`src/rtl/core/padg_pkg.sv`:
```
`default_nettype none

package padg_pkg;

    // Event codes carried in the cmd field.
    typedef enum logic [2:0] {
        CMD_CAPTURE  = 3'd0,
        CMD_MATCH    = 3'd1,
        CMD_OVERFLOW = 3'd2,
        CMD_TIMEOUT  = 3'd3,
        CMD_PIN      = 3'd4
    } cmd_t;

    localparam int unsigned HIST_DEPTH = 6;
    localparam int unsigned HIST_W     = 8;
    localparam int unsigned SUM_W      = 12;
    localparam int unsigned IDX_W      = SUM_W - 3;
    localparam int unsigned ROM_DEPTH  = 256;
    localparam int unsigned ROM_AW     = 8;

    localparam logic [15:0] COMPARE_RESET = 16'hF0F0;

    // Entry 0 is the newest sample; entries 0 and 1 carry weight four.
    typedef logic [HIST_DEPTH-1:0][HIST_W-1:0] hist_t;

    typedef struct packed {
        logic [2:0] cmd;
        logic [7:0] captured_high;
        logic       pin_level;
    } in_t;

    typedef struct packed {
        logic        drive_level;
        logic [15:0] compare_value;
        logic        compare_updated;
    } out_t;

    localparam logic [15:0] ROM_WORDS [0:ROM_DEPTH-1] = '{
        16'h0000, 16'h0100, 16'h0180, 16'h0200, 16'h0280, 16'h02FF, 16'h0380, 16'h03FF,
        16'h0480, 16'h0500, 16'h0580, 16'h0600, 16'h0680, 16'h0777, 16'h08AA, 16'h09C6,
        16'h0AC4, 16'h0BCC, 16'h0CE0, 16'h0DFF, 16'h0F2A, 16'h1021, 16'h1160, 16'h1266,
        16'h1371, 16'h1482, 16'h1599, 16'h16B5, 16'h17D7, 16'h18FF, 16'h19D5, 16'h1B05,
        16'h1C3B, 16'h1D16, 16'h1E54, 16'h1F32, 16'h2079, 16'h215A, 16'h223B, 16'h238D,
        16'h2471, 16'h2554, 16'h2638, 16'h2799, 16'h287F, 16'h2966, 16'h2A4C, 16'h2BBB,
        16'h2CA4, 16'h2D8D, 16'h2E77, 16'h2F60, 16'h3049, 16'h3132, 16'h32B8, 16'h33A4,
        16'h3490, 16'h357C, 16'h3668, 16'h3754, 16'h3840, 16'h392D, 16'h3ACC, 16'h3BBB,
        16'h3CAA, 16'h3D99, 16'h3E88, 16'h3F77, 16'h4065, 16'h4154, 16'h4243, 16'h4332,
        16'h44F1, 16'h45E3, 16'h46D4, 16'h47C6, 16'h48B8, 16'h49AA, 16'h4A9C, 16'h4B8D,
        16'h4C7F, 16'h4D71, 16'h4E63, 16'h4F54, 16'h5046, 16'h5138, 16'h5321, 16'h5416,
        16'h550A, 16'h55FF, 16'h56F4, 16'h57E8, 16'h58DD, 16'h59D2, 16'h5AC6, 16'h5BBB,
        16'h5CAF, 16'h5DA4, 16'h5E99, 16'h5F8D, 16'h6082, 16'h6177, 16'h626B, 16'h6360,
        16'h6454, 16'h6549, 16'h676E, 16'h6865, 16'h695D, 16'h6A54, 16'h6B4C, 16'h6C43,
        16'h6D3B, 16'h6E32, 16'h6F2A, 16'h7021, 16'h7119, 16'h7210, 16'h7308, 16'h73FF,
        16'h74F6, 16'h75EE, 16'h76E5, 16'h77DD, 16'h78D4, 16'h79CC, 16'h7AC3, 16'h7BBB,
        16'h7CB2, 16'h7DAA, 16'h7EA1, 16'h7F99, 16'h8090, 16'h8188, 16'h827F, 16'h8376,
        16'h85F4, 16'h86EE, 16'h87E8, 16'h88E3, 16'h89DD, 16'h8AD7, 16'h8BD2, 16'h8CCC,
        16'h8DC6, 16'h8EC0, 16'h8FBB, 16'h90B5, 16'h91AF, 16'h92AA, 16'h93A4, 16'h949E,
        16'h9599, 16'h9693, 16'h978D, 16'h9888, 16'h9982, 16'h9A7C, 16'h9B76, 16'h9C71,
        16'h9D6B, 16'h9E65, 16'h9F60, 16'hA05A, 16'hA154, 16'hA24F, 16'hA349, 16'hA443,
        16'hA53E, 16'hA638, 16'hA732, 16'hA82D, 16'hA927, 16'hAA21, 16'hAB1B, 16'hAC16,
        16'hAD10, 16'hAE0A, 16'hAF05, 16'hAFFF, 16'hB0F9, 16'hB1F4, 16'hB2EE, 16'hB3E8,
        16'hB4E3, 16'hB5DD, 16'hB6D7, 16'hB7D2, 16'hB8CC, 16'hB9C6, 16'hBAC0, 16'hBDDD,
        16'hBEDA, 16'hBFD7, 16'hC0D4, 16'hC1D2, 16'hC2CF, 16'hC3CC, 16'hC4C9, 16'hC5C6,
        16'hC6C3, 16'hC7C0, 16'hC8BE, 16'hC9BB, 16'hCAB8, 16'hCBB5, 16'hCCB2, 16'hCDAF,
        16'hCEAD, 16'hCFAA, 16'hD0A7, 16'hD1A4, 16'hD2A1, 16'hD39E, 16'hD49B, 16'hD599,
        16'hD696, 16'hD793, 16'hD890, 16'hD98D, 16'hDA8A, 16'hDB88, 16'hDC85, 16'hDD82,
        16'hDE7F, 16'hDF7C, 16'hE079, 16'hE176, 16'hE274, 16'hE371, 16'hE46E, 16'hE56B,
        16'hE668, 16'hE765, 16'hE863, 16'hE960, 16'hEA5D, 16'hEB5A, 16'hEC57, 16'hED54,
        16'hEE52, 16'hEF4F, 16'hF04C, 16'hF149, 16'hF246, 16'hF343, 16'hF440, 16'hF53E,
        16'hF63B, 16'hF738, 16'hF835, 16'hF932, 16'hFA2F, 16'hFB2D, 16'hFC2A, 16'hFD27
    };

endpackage

`default_nettype wire

```
`src/rtl/core/padg_ram.sv`:
```
`default_nettype none

// Simple dual-port RAM, one write port and one registered read port.
module padg_ram #(
    parameter int unsigned WIDTH = 8,
    parameter int unsigned DEPTH = 16
) (
    input  wire logic                                        clk,
    input  wire logic                                        wr_en,
    input  wire logic [((DEPTH > 1) ? $clog2(DEPTH) : 1)-1:0] wr_addr,
    input  wire logic [WIDTH-1:0]                            wr_data,
    input  wire logic                                        rd_en,
    input  wire logic [((DEPTH > 1) ? $clog2(DEPTH) : 1)-1:0] rd_addr,
    output logic      [WIDTH-1:0]                            rd_data
);

    logic [WIDTH-1:0] mem_reg [0:DEPTH-1];

    always_ff @(posedge clk) begin
        if (wr_en) begin
            mem_reg[wr_addr] <= wr_data;
        end
        if (rd_en) begin
            rd_data <= mem_reg[rd_addr];
        end
    end

endmodule

`default_nettype wire

```
`src/rtl/core/period_averaged_delay_gate_unit.sv`:
```
`default_nettype none

// Channel  Direction  Ports                      Contents
// s_       in         s_valid s_ready s_data     one timing event (cmd, byte, pin)
// m_       out        m_valid m_ready m_data     drive level, compare value, update flag
//
// Each event yields exactly one result transaction, via the decode and output registers.
// One event per cycle is sustained while m_ready is high; the history memory is read at
// accept and written back when an armed capture leaves decode, with a forward path for
// back-to-back use. aresetn is synchronous and active low; the history memory reads as
// zero until written. A stalled result holds the decode stage, which holds s_ready low.
module period_averaged_delay_gate_unit #(
    parameter int unsigned TABLE_ENTRIES = 256
) (
    input  wire logic          aclk,
    input  wire logic          aresetn,

    input  wire logic          s_valid,
    output logic               s_ready,
    input  wire padg_pkg::in_t s_data,

    output logic               m_valid,
    input  wire logic          m_ready,
    output padg_pkg::out_t     m_data
);

    import padg_pkg::*;

    // The averaged index saturates at the last table entry that exists, and the
    // table never holds more than ROM_DEPTH words.
    localparam int unsigned IDX_TOP =
        ((TABLE_ENTRIES - 1) < (ROM_DEPTH - 1)) ? (TABLE_ENTRIES - 1) : (ROM_DEPTH - 1);

    // Decode stage: the accepted event waits here for the history read data.
    logic  p1_valid_reg;
    in_t   p1_data_reg;
    logic  p1_adv;

    // Output register.
    logic  out_valid_reg;
    out_t  out_data_reg;

    // Control state kept in flip-flops.
    logic        armed_reg,   armed_next;
    logic        firing_reg,  firing_next;
    logic        forced_reg,  forced_next;
    logic        timeout_reg, timeout_next;
    logic        drive_reg,   drive_next;
    logic [15:0] compare_reg, compare_next;
    logic        updated;

    // History memory and its forward path.
    logic        hist_valid_reg;
    logic        fwd_hit_reg;
    hist_t       fwd_data_reg;
    hist_t       ram_rd_data;
    hist_t       hist_cur;
    hist_t       hist_shift;
    logic        ram_we;
    logic        s_accept;

    logic [SUM_W-1:0]  avg_sum;
    logic [IDX_W-1:0]  avg_idx;
    logic [ROM_AW-1:0] rom_idx;

    assign p1_adv   = p1_valid_reg && (!out_valid_reg || m_ready);
    assign s_ready  = !p1_valid_reg || p1_adv;
    assign s_accept = s_valid && s_ready;

    // The whole six-entry history is one memory word, read when a transaction is
    // accepted and written back when an armed capture edge retires.
    padg_ram #(
        .WIDTH ($bits(hist_t)),
        .DEPTH (1)
    ) u_hist_ram (
        .clk     (aclk),
        .wr_en   (ram_we),
        .wr_addr (1'b0),
        .wr_data (hist_shift),
        .rd_en   (s_accept),
        .rd_addr (1'b0),
        .rd_data (ram_rd_data)
    );

    // A write that lands on the same edge as the read is not seen by the read,
    // so its data is forwarded. Before the first write the memory reads as zero.
    always_comb begin
        if (fwd_hit_reg) begin
            hist_cur = fwd_data_reg;
        end else if (hist_valid_reg) begin
            hist_cur = ram_rd_data;
        end else begin
            hist_cur = '0;
        end
    end

    always_comb begin
        hist_shift = {hist_cur[HIST_DEPTH-2:0], p1_data_reg.captured_high};
    end

    // Weighted average: the two newest entries count four times.
    always_comb begin
        avg_sum = ({4'b0000, hist_shift[0]} + {4'b0000, hist_shift[1]}) * 12'd4
                + {4'b0000, hist_shift[2]} + {4'b0000, hist_shift[3]}
                + {4'b0000, hist_shift[4]} + {4'b0000, hist_shift[5]};
        avg_idx = avg_sum[SUM_W-1:3];
        if (avg_idx > IDX_W'(IDX_TOP)) begin
            rom_idx = ROM_AW'(IDX_TOP);
        end else begin
            rom_idx = avg_idx[ROM_AW-1:0];
        end
    end

    // Event decode.
    always_comb begin
        armed_next   = armed_reg;
        firing_next  = firing_reg;
        forced_next  = forced_reg;
        timeout_next = timeout_reg;
        drive_next   = drive_reg;
        compare_next = compare_reg;
        updated      = 1'b0;
        ram_we       = 1'b0;
        case (p1_data_reg.cmd)
            CMD_CAPTURE: begin
                forced_next  = 1'b0;
                timeout_next = 1'b0;
                if (armed_reg) begin
                    firing_next  = 1'b1;
                    compare_next = ROM_WORDS[rom_idx];
                    updated      = 1'b1;
                    ram_we       = p1_adv;
                end else begin
                    // The first edge after an overflow only arms the gate.
                    armed_next = 1'b1;
                end
            end
            CMD_MATCH: begin
                if (firing_reg && armed_reg) begin
                    forced_next = 1'b1;
                    drive_next  = 1'b1;
                end
            end
            CMD_OVERFLOW: begin
                firing_next = 1'b0;
                armed_next  = 1'b0;
                forced_next = 1'b0;
            end
            CMD_TIMEOUT: begin
                timeout_next = 1'b1;
                drive_next   = 1'b1;
            end
            CMD_PIN: begin
                // The timeout latch holds the drive high until the next capture edge.
                if (!timeout_reg) begin
                    drive_next = forced_reg | p1_data_reg.pin_level;
                end
            end
            default: begin
            end
        endcase
    end

    always_ff @(posedge aclk) begin
        if (!aresetn) begin
            p1_valid_reg   <= 1'b0;
            out_valid_reg  <= 1'b0;
            armed_reg      <= 1'b0;
            firing_reg     <= 1'b0;
            forced_reg     <= 1'b0;
            timeout_reg    <= 1'b0;
            drive_reg      <= 1'b0;
            compare_reg    <= COMPARE_RESET;
            hist_valid_reg <= 1'b0;
            fwd_hit_reg    <= 1'b0;
        end else begin
            if (s_accept) begin
                p1_valid_reg <= 1'b1;
                fwd_hit_reg  <= ram_we;
            end else if (p1_adv) begin
                p1_valid_reg <= 1'b0;
            end
            if (p1_adv) begin
                out_valid_reg <= 1'b1;
                armed_reg     <= armed_next;
                firing_reg    <= firing_next;
                forced_reg    <= forced_next;
                timeout_reg   <= timeout_next;
                drive_reg     <= drive_next;
                compare_reg   <= compare_next;
            end else if (m_ready) begin
                out_valid_reg <= 1'b0;
            end
            if (ram_we) begin
                hist_valid_reg <= 1'b1;
            end
        end
    end

    // Payload registers.
    always_ff @(posedge aclk) begin
        if (s_accept) begin
            p1_data_reg  <= s_data;
            fwd_data_reg <= hist_shift;
        end
        if (p1_adv) begin
            out_data_reg.drive_level     <= drive_next;
            out_data_reg.compare_value   <= compare_next;
            out_data_reg.compare_updated <= updated;
        end
    end

    assign m_valid = out_valid_reg;
    assign m_data  = out_data_reg;

`ifndef SYNTHESIS
    // While the timeout latch is set, the drive must be held high.
    a_timeout_drive: assert property (@(posedge aclk) disable iff (!aresetn)
        timeout_reg |-> drive_reg)
        else $error("timeout latch set with drive low");

    // The compare value cannot leave its reset value before the history is written.
    a_compare_reset: assert property (@(posedge aclk) disable iff (!aresetn)
        !hist_valid_reg |-> (compare_reg == COMPARE_RESET))
        else $error("compare value changed without a history write");

    // A history write comes from an armed capture edge, which leaves the gate firing.
    a_write_fires: assert property (@(posedge aclk) disable iff (!aresetn)
        ram_we |=> (firing_reg && armed_reg && hist_valid_reg))
        else $error("history written without arming and firing");
`endif

endmodule

`default_nettype wire

```
`config.mk`:
```
export PLATFORM = sky130hd
export DESIGN_NAME = period_averaged_delay_gate_unit
export DESIGN_NICKNAME = d
export VERILOG_FILES = /design/src/rtl/core/padg_pkg.sv /design/src/rtl/core/padg_ram.sv /design/src/rtl/core/period_averaged_delay_gate_unit.sv
export SDC_FILE = /design/constraint.sdc
export NUM_CORES = 1
export LEC_CHECK = 0
export ABC_AREA = 0
export ABC_CLOCK_PERIOD_IN_PS = 18040
export BUFFER_PORTS_ARGS = -buffer_cell sky130_fd_sc_hd__buf_2
export CAP_MARGIN = 20
export CORE_MARGIN = 3
export CORE_UTILIZATION = 35
export CTS_CLUSTER_DIAMETER = 30
export DETAILED_ROUTE_END_ITERATION = 10
export PLACE_DENSITY = 0.54
export SETUP_SLACK_MARGIN = 0.15
export SLEW_MARGIN = 20
export SYNTH_ARGS = -nofsm -noshare
export SYNTH_HDL_FRONTEND = slang
export SYNTH_SLANG_ARGS = --single-unit
```
`constraint.sdc`:
```
create_clock -name aclk -period 18.04 [get_ports aclk]
set_input_delay 2.706 -clock aclk [delete_from_list [all_inputs] [get_ports aclk]]
set_output_delay 2.706 -clock aclk [all_outputs]
set_load 0.005 [all_outputs]
```
==> metrics.log, run 1 <==
INFO  metric vdd_drop_max = 0.0000671 V
INFO  metric static-leakage-power = 4.62 nW
INFO  metric syn_nets = 1239
INFO  metric max-clock-path-buffers = 2
INFO  metric clock_insertion_delay_worst_skew = 440 ps
INFO  metric sequential_to_total_area_share_from_yosys_stat = 44.1%
INFO  metric share_seq_of_total_power = 44.8%
INFO  metric setup.worst_path.class = reg -> reg
INFO  metric synth.lib_cells_used.distinct = 87
INFO  metric core.rowCount = 65
INFO  metric final_worst_clock_skew = 12.3 ps
INFO  metric sequential_cell_area = 0.00501 sq mm
INFO  metric clock_transition_at_the_registers_of_the_reported_paths = 70 ps
INFO  metric initial_core_util = 35.7%
INFO  metric crit_path_max_fanout = 43
INFO  metric fp.dieArea = 0.0346 sq mm
INFO  metric synth-edff-count = 150
INFO  metric cts_inserted_buffers = 17
INFO  metric final_hold_viol_count = 0
INFO  metric die_y = 186 microns
INFO  metric synth_warnings = 0
INFO  metric period_minus_slack = 8710 ps
INFO  metric first_pass_iters = 6
INFO  metric area_taken_by_multi_input_logic_gates = 0.00577 sq mm
INFO  metric tritoncts_clock_tree = built
INFO  metric cp.arrival = 8860 ps
INFO  metric clock-root-buffer = sky130_fd_sc_hd__clkbuf_16
INFO  metric initialDrtViolationCount = 1400
INFO  metric cpMaxStageDelayCell = sky130_fd_sc_hd__dfxtp_2
INFO  metric drc = 0
INFO  metric p_sw_share = 28.9%
INFO  metric grt.overflow.total = 0
INFO  metric final_cell_area = 0.0125 sq mm
INFO  metric grt_antenna_before_repair = 0
INFO  metric synthesis.instances = 1168
INFO  metric grt_setup_unrepaired = no
INFO  metric achievable-frequency = 115 MHz
INFO  metric grt_use_met1 = 32.5%
INFO  metric power_switching = 0.291 mW
INFO  metric cts_resized = 0
INFO  metric power_density = 80.9 mW/mm^2
INFO  metric final_nets = 1223
INFO  metric grt_first_pass_wirelength = 60.0 mm
INFO  metric cts-hold-fix-buffers = 0
INFO  metric timing.final.setup_violations = 0
INFO  metric detail_route.wl_per_cell = 25.2 microns
INFO  metric layout-drive-gt1-share = 10.6%
INFO  metric cell_internal_pwr = 0.718 mW
INFO  metric synth_async_sr_flop_share = 0%
INFO  metric timing_max_transition_violations_final = 0
INFO  metric synth_flop_cell = sky130_fd_sc_hd__edfxtp_1
INFO  metric finalCritPeriodShare = 48.3%
INFO  metric critical_path.max_stage_delay = 940 ps
INFO  metric timing.critical_path.required = 18190 ps
INFO  metric route.vias.total = 10198
INFO  metric placedInstanceArea = 0.0118 sq mm
INFO  metric endpoint_kind = flip-flop
INFO  metric timing.critical_path.buf_inv = 2
INFO  metric placeable_core_region = 0.0317 sq mm
INFO  metric post-route-util = 39.3%
INFO  metric final_critical_path_setup_slack = 9330 ps
INFO  metric status = completed
INFO  metric port_buffers = 35
INFO  metric grt_util_met3 = 6.43%
INFO  metric globalRouteTotalUtil = 22.9%
INFO  metric grt_max_degree = 74
INFO  metric combinationalPowerShare = 16.5%
INFO  metric globalplace.congestion = 1.01
INFO  metric p_clk_share = 38.7%
INFO  metric post-cts-setup-buffer-count = 0
INFO  metric num_antenna_cells = 0
INFO  metric die_x = 186 microns
INFO  metric hpwlAfterDp = 26.1 mm
INFO  metric tritoncts_num_sinks = 175
INFO  metric worstMarginPinSlew = 1150 ps
INFO  metric cts_max_level = 4
INFO  metric place_worst_setup_slack = 9520 ps
INFO  metric number_of_global_route_vias_before_repair = 9656
INFO  metric grt_use_met2 = 31.5%
INFO  metric boundaryPins = 36
INFO  metric final.hold.worst_slack = 416 ps
INFO  metric finalSetupTns = 0 ps
INFO  metric worstHoldPathType = reg -> reg
INFO  metric detail_route.wirelength = 39.5 mm
INFO  metric fillerInstances = 3157
INFO  metric path_delay_family = compound AO/OA/AOI/OAI gates
INFO  metric vias_per_cell = 6.51
INFO  metric max_cap_viol_count = 0
INFO  metric detail-route-antenna-nets = 0
INFO  metric synth_area_per_cell = 9.71 sq um
INFO  metric setup.worst_path.start_class = flip-flop
INFO  metric synth_area = 0.0113 sq mm
INFO  metric relSlewSlack = 22.8%
INFO  metric area_growth = 10.0%
INFO  metric count_of_state_elements_after_synthesis = 175
INFO  metric grt_busiest_layer = met1
==> layout by cell type (no fill, tap or decap), types with 10 or more instances in the layout <==
cell type / synthesis / routed
sky130_fd_sc_hd__nor2_1: 81 / 81
sky130_fd_sc_hd__buf_2: 20 / 35
sky130_fd_sc_hd__o21ai_0: 83 / 83
sky130_fd_sc_hd__a31oi_1: 28 / 28
sky130_fd_sc_hd__edfxtp_1: 150 / 150
sky130_fd_sc_hd__nor3_1: 31 / 30
sky130_fd_sc_hd__ha_1: 32 / 32
sky130_fd_sc_hd__o22ai_1: 13 / 13
sky130_fd_sc_hd__a211oi_1: 26 / 26
sky130_fd_sc_hd__o311ai_0: 12 / 12
sky130_fd_sc_hd__nand2b_1: 12 / 12
sky130_fd_sc_hd__a22oi_1: 14 / 14
sky130_fd_sc_hd__fa_1: 23 / 23
sky130_fd_sc_hd__a221oi_1: 10 / 10
sky130_fd_sc_hd__nand2_1: 99 / 99
sky130_fd_sc_hd__o211ai_1: 20 / 20
sky130_fd_sc_hd__clkbuf_16: 0 / 17
sky130_fd_sc_hd__buf_4: 5 / 28
sky130_fd_sc_hd__inv_1: 43 / 41
sky130_fd_sc_hd__dfxtp_1: 25 / 24
sky130_fd_sc_hd__a22o_1: 37 / 37
sky130_fd_sc_hd__o31ai_1: 17 / 17
sky130_fd_sc_hd__nand3_1: 41 / 41
sky130_fd_sc_hd__nor4_1: 11 / 11
sky130_fd_sc_hd__a21oi_1: 77 / 77
==> worst paths after layout <==
path / start / to / slack [ps] / cells past startpoint
max: fwd_hit_reg$_SDFFE_PN0P_ / m_data[4]$_DFFE_PP_ / 9330 / 26
min: u_hist_ram.mem_reg[0][8]$_DFFE_PP_ / u_hist_ram.rd_data[8]$_DFFE_PP_ / 420 / 0
max reg2reg: fwd_hit_reg$_SDFFE_PN0P_ / m_data[4]$_DFFE_PP_ / 9330 / 26
min reg2reg: u_hist_ram.mem_reg[0][8]$_DFFE_PP_ / u_hist_ram.rd_data[8]$_DFFE_PP_ / 420 / 0
==> cells by family after synthesis <==
group	synth area share, %
AO/OA/AOI/OAI	26.6
XOR/XNOR	1.21
adder cells (fa/ha/maj)	7.59
buffers and inverters	5.32
flip-flops	44.1
multiplexers	1.15
AND/OR/NAND/NOR	14.0
==> cell usage after synthesis, drive strengths merged (8+ instances only) <==
library cell,n,area share (%)
a211oi,26,1.7
a21oi,78,3.5
a221oi,10,0.77
a22o,37,2.9
a22oi,14,0.93
a311oi,8,0.62
a31oi,28,1.5
and2,8,0.44
buf,35,1.7
clkbuf,64,2.1
dfxtp,25,4.4
edfxtp,150,40
fa,23,4.1
ha,32,3.5
inv,44,1.5
mux2i,8,0.82
nand2,100,3.3
nand2b,12,0.66
nand3,42,1.9
nand4,9,0.50
nor2,83,2.8
nor3,31,1.4
nor4,11,0.61
o211ai,22,1.6
o21a,9,0.60
o21ai,85,3.8
o22ai,13,0.72
o311ai,13,1.0
o31ai,17,1.1
or3,8,0.44
xnor2,11,0.98
==> per-layer routing <==
| metal | part of all wire, % | wire [microns] |
|---|---|---|
| met5 | 0 | 0 |
| met4 | 5.6 | 2200 |
| met3 | 12 | 4580 |
| met2 | 40 | 15700 |
| met1 | 43 | 17100 |
==> power by group through the flow <==
stage | logic, mW | clock network [mW] | registers [mW]
6_report | 0.167 | 0.390 | 0.452
5_1_grt | 0.175 | 0.416 | 0.453
4_1_cts | 0.158 | 0.401 | 0.452
3_5_place_dp | 0.157 | 0 | 0.461
3_3_place_gp | 0.161 | 0 | 0.461
2_1_floorplan | 0.104 | 0 | 0.460
==> cell type report <==
type	count	area share, %
Multi-Input combinational cell	848	46.3
Tap cell	402	4.03
Inverter	46	1.39
Timing Repair Buffer	64	3.18
Clock inverter	15	1.58
Clock buffer	17	3.41
Sequential cell	175	40.1
==> stage by stage <==
step	instances	power, mW
2_1_floorplan	1168	0.564
3_3_place_gp	1534	0.622
3_5_place_dp	1534	0.617
4_1_cts	1566	1.01
5_1_grt	1567	1.04
6_report	1567	1.01
Power figures use the tool's default switching activity.
==> run 2, diff against run 1 <==
Settings changed: ABC_CLOCK_PERIOD_IN_PS 18040 to 8650.
Clock period 18.04 ns to 8.65 ns, I/O delays scaled along.
==> run 2 against run 1 <==
  * Clock skew decreased by 0.52 ps
  * Sequential share of layout area decreased by 0.13 points
  * First-iteration DRC count decreased by 8.9%
  * Global-route usage increased by 2.2 points
  * Design area increased by 0.33%
  * Critical path depth decreased by 2
==> metrics.log, run 2 (synthesis results as in run 1) <==
INFO  metric setup.worst_path.start_class = flip-flop
INFO  metric initialDrtViolationCount = 1275
INFO  metric fp.dieArea = 0.0346 sq mm
INFO  metric sequential_cell_area = 0.00501 sq mm
INFO  metric cts_inserted_buffers = 17
INFO  metric hpwlAfterDp = 28.9 mm
INFO  metric cts-hold-fix-buffers = 0
INFO  metric finalSetupTns = 0 ps
INFO  metric port_buffers = 35
INFO  metric post-cts-setup-buffer-count = 0
INFO  metric final_nets = 1241
INFO  metric achievable-frequency = 125 MHz
INFO  metric static-leakage-power = 4.66 nW
INFO  metric globalplace.congestion = 1.02
INFO  metric max_cap_viol_count = 0
INFO  metric core.rowCount = 65
INFO  metric cp.arrival = 8150 ps
INFO  metric post-route-util = 39.5%
INFO  metric cts_max_level = 4
INFO  metric final_worst_clock_skew = 11.7 ps
INFO  metric endpoint_kind = flip-flop
INFO  metric worstMarginPinSlew = 1150 ps
INFO  metric period_minus_slack = 7980 ps
INFO  metric final.hold.worst_slack = 413 ps
INFO  metric fillerInstances = 3146
INFO  metric clock_transition_at_the_registers_of_the_reported_paths = 60 ps
INFO  metric relSlewSlack = 22.9%
INFO  metric tritoncts_num_sinks = 175
INFO  metric timing_max_transition_violations_final = 0
INFO  metric detail_route.wirelength = 42.9 mm
INFO  metric boundaryPins = 36
INFO  metric vdd_drop_max = 0.000139 V
INFO  metric cts_resized = 0
INFO  metric placeable_core_region = 0.0317 sq mm
INFO  metric crit_path_max_fanout = 21
INFO  metric initial_core_util = 35.7%
INFO  metric timing.final.setup_violations = 0
INFO  metric number_of_global_route_vias_before_repair = 9860
INFO  metric route.vias.total = 10292
INFO  metric tritoncts_clock_tree = built
INFO  metric area_taken_by_multi_input_logic_gates = 0.00576 sq mm
INFO  metric detail-route-antenna-nets = 0
INFO  metric ff2ff_path_depth = 24
INFO  metric globalRouteTotalUtil = 25.1%
INFO  metric clock-root-buffer = sky130_fd_sc_hd__clkbuf_16
INFO  metric num_antenna_cells = 0
INFO  metric clock_insertion_delay_worst_skew = 440 ps
INFO  metric final_hold_viol_count = 0
INFO  metric setup.worst_path.class = reg -> reg
INFO  metric area_growth = 10.4%
INFO  metric grt.overflow.total = 0
INFO  metric first_pass_iters = 8
INFO  metric die_x = 186 microns
INFO  metric grt_first_pass_wirelength = 64.8 mm
INFO  metric drc = 0
INFO  metric worstHoldPathType = reg -> reg
INFO  metric timing.critical_path.required = 8820 ps
INFO  metric max-clock-path-buffers = 2
INFO  metric layout.cells.most_common = sky130_fd_sc_hd__edfxtp_1
INFO  metric min_delay_path_depth = 0
INFO  metric grt_setup_unrepaired = yes
INFO  metric vias_per_cell = 6.49
INFO  metric die_y = 186 microns
INFO  metric mostFrequentLayoutCells = sky130_fd_sc_hd__edfxtp_1, sky130_fd_sc_hd__nand2_1, sky130_fd_sc_hd__o21ai_0
INFO  metric status = completed
INFO  metric layout-drive-gt1-share = 11.6%
INFO  metric power_density = 161 mW/mm^2
INFO  metric detail_route.wl_per_cell = 27.1 microns
INFO  metric finalCritPeriodShare = 92.3%
INFO  metric grt_max_degree = 82
INFO  metric grt_antenna_before_repair = 0
[run 2: cell count changes in the layout (fill, tap and decap cells not counted), sizes merged]
cell      delta
buf         +18
clkinvlp     +1
clkinv       +9
inv          -8
bufinv       -2
[run 2: power by group]
part           internal [mW]  switching, mW
logic                  0.104          0.259
registers              0.933        0.00908
clock network          0.393          0.320
total                   1.43          0.588
[run 2: through the flow]
step                      setup slack (ps)  power [mW]  instances  area [sq um]
final                                  665        2.02       1585         12500
after global routing                   128        2.09       1585         12500
after CTS                              748        2.03       1585         12500
after detailed placement               805        1.30       1553         12000
after global placement                 917        1.31       1553         12000
after floorplan                       2070        1.18       1168         11300
[run 2: worst paths after layout]
check                                           start                               end  slack, ps
setup / recovery             fwd_hit_reg$_SDFFE_PN0P_               m_data[6]$_DFFE_PP_        670
hold / removal    u_hist_ram.mem_reg[0][36]$_DFFE_PP_  u_hist_ram.rd_data[36]$_DFFE_PP_        410
setup reg to reg             fwd_hit_reg$_SDFFE_PN0P_               m_data[6]$_DFFE_PP_        670
hold reg to reg   u_hist_ram.mem_reg[0][36]$_DFFE_PP_  u_hist_ram.rd_data[36]$_DFFE_PP_        410
[run 2: layer usage]
| metal | wire, microns | GRT usage [%] | vias up |
|---|---|---|---|
| li1 | - | - | 4521 |
| met1 | 18700 | 35.4 | 4989 |
| met2 | 17900 | 36.2 | 624 |
| met3 | 4090 | 5.63 | 158 |
| met4 | 2240 | 12.6 | 0 |
| met5 | 0 | 0 | - |
[run 2: layout make-up]
| type | instances | area share (%) |
|---|---|---|
| inverter | 46 | 1.39 |
| clock inverter | 15 | 0.980 |
| timing repair buffer | 82 | 4.22 |
| tap | 402 | 4.02 |
| sequential | 175 | 40.0 |
| clock buffer | 17 | 3.40 |
| multi-input combinational | 848 | 46.0 |
[run 2: worst max-delay path: stages (launching register included)]
cell	delay, ps
sky130_fd_sc_hd__dfxtp_2	620
sky130_fd_sc_hd__nor2b_4	200
sky130_fd_sc_hd__a22o_1	250
sky130_fd_sc_hd__ha_1	220
sky130_fd_sc_hd__fa_1	440
sky130_fd_sc_hd__a21o_1	180
sky130_fd_sc_hd__a21oi_1	330
sky130_fd_sc_hd__o21bai_1	120
sky130_fd_sc_hd__a21oi_1	230
sky130_fd_sc_hd__xnor2_1	150
sky130_fd_sc_hd__ha_1	260
sky130_fd_sc_hd__ha_1	280
sky130_fd_sc_hd__ha_1	340
sky130_fd_sc_hd__a21oi_1	300
sky130_fd_sc_hd__o21a_1	590
sky130_fd_sc_hd__and2_1	320
sky130_fd_sc_hd__nand2_2	200
sky130_fd_sc_hd__ha_1	800
sky130_fd_sc_hd__clkinv_1	470
sky130_fd_sc_hd__a22oi_1	330
sky130_fd_sc_hd__o2111ai_1	140
sky130_fd_sc_hd__a221oi_1	530
sky130_fd_sc_hd__a22oi_1	140
sky130_fd_sc_hd__nor2_1	160
sky130_fd_sc_hd__o31ai_1	90
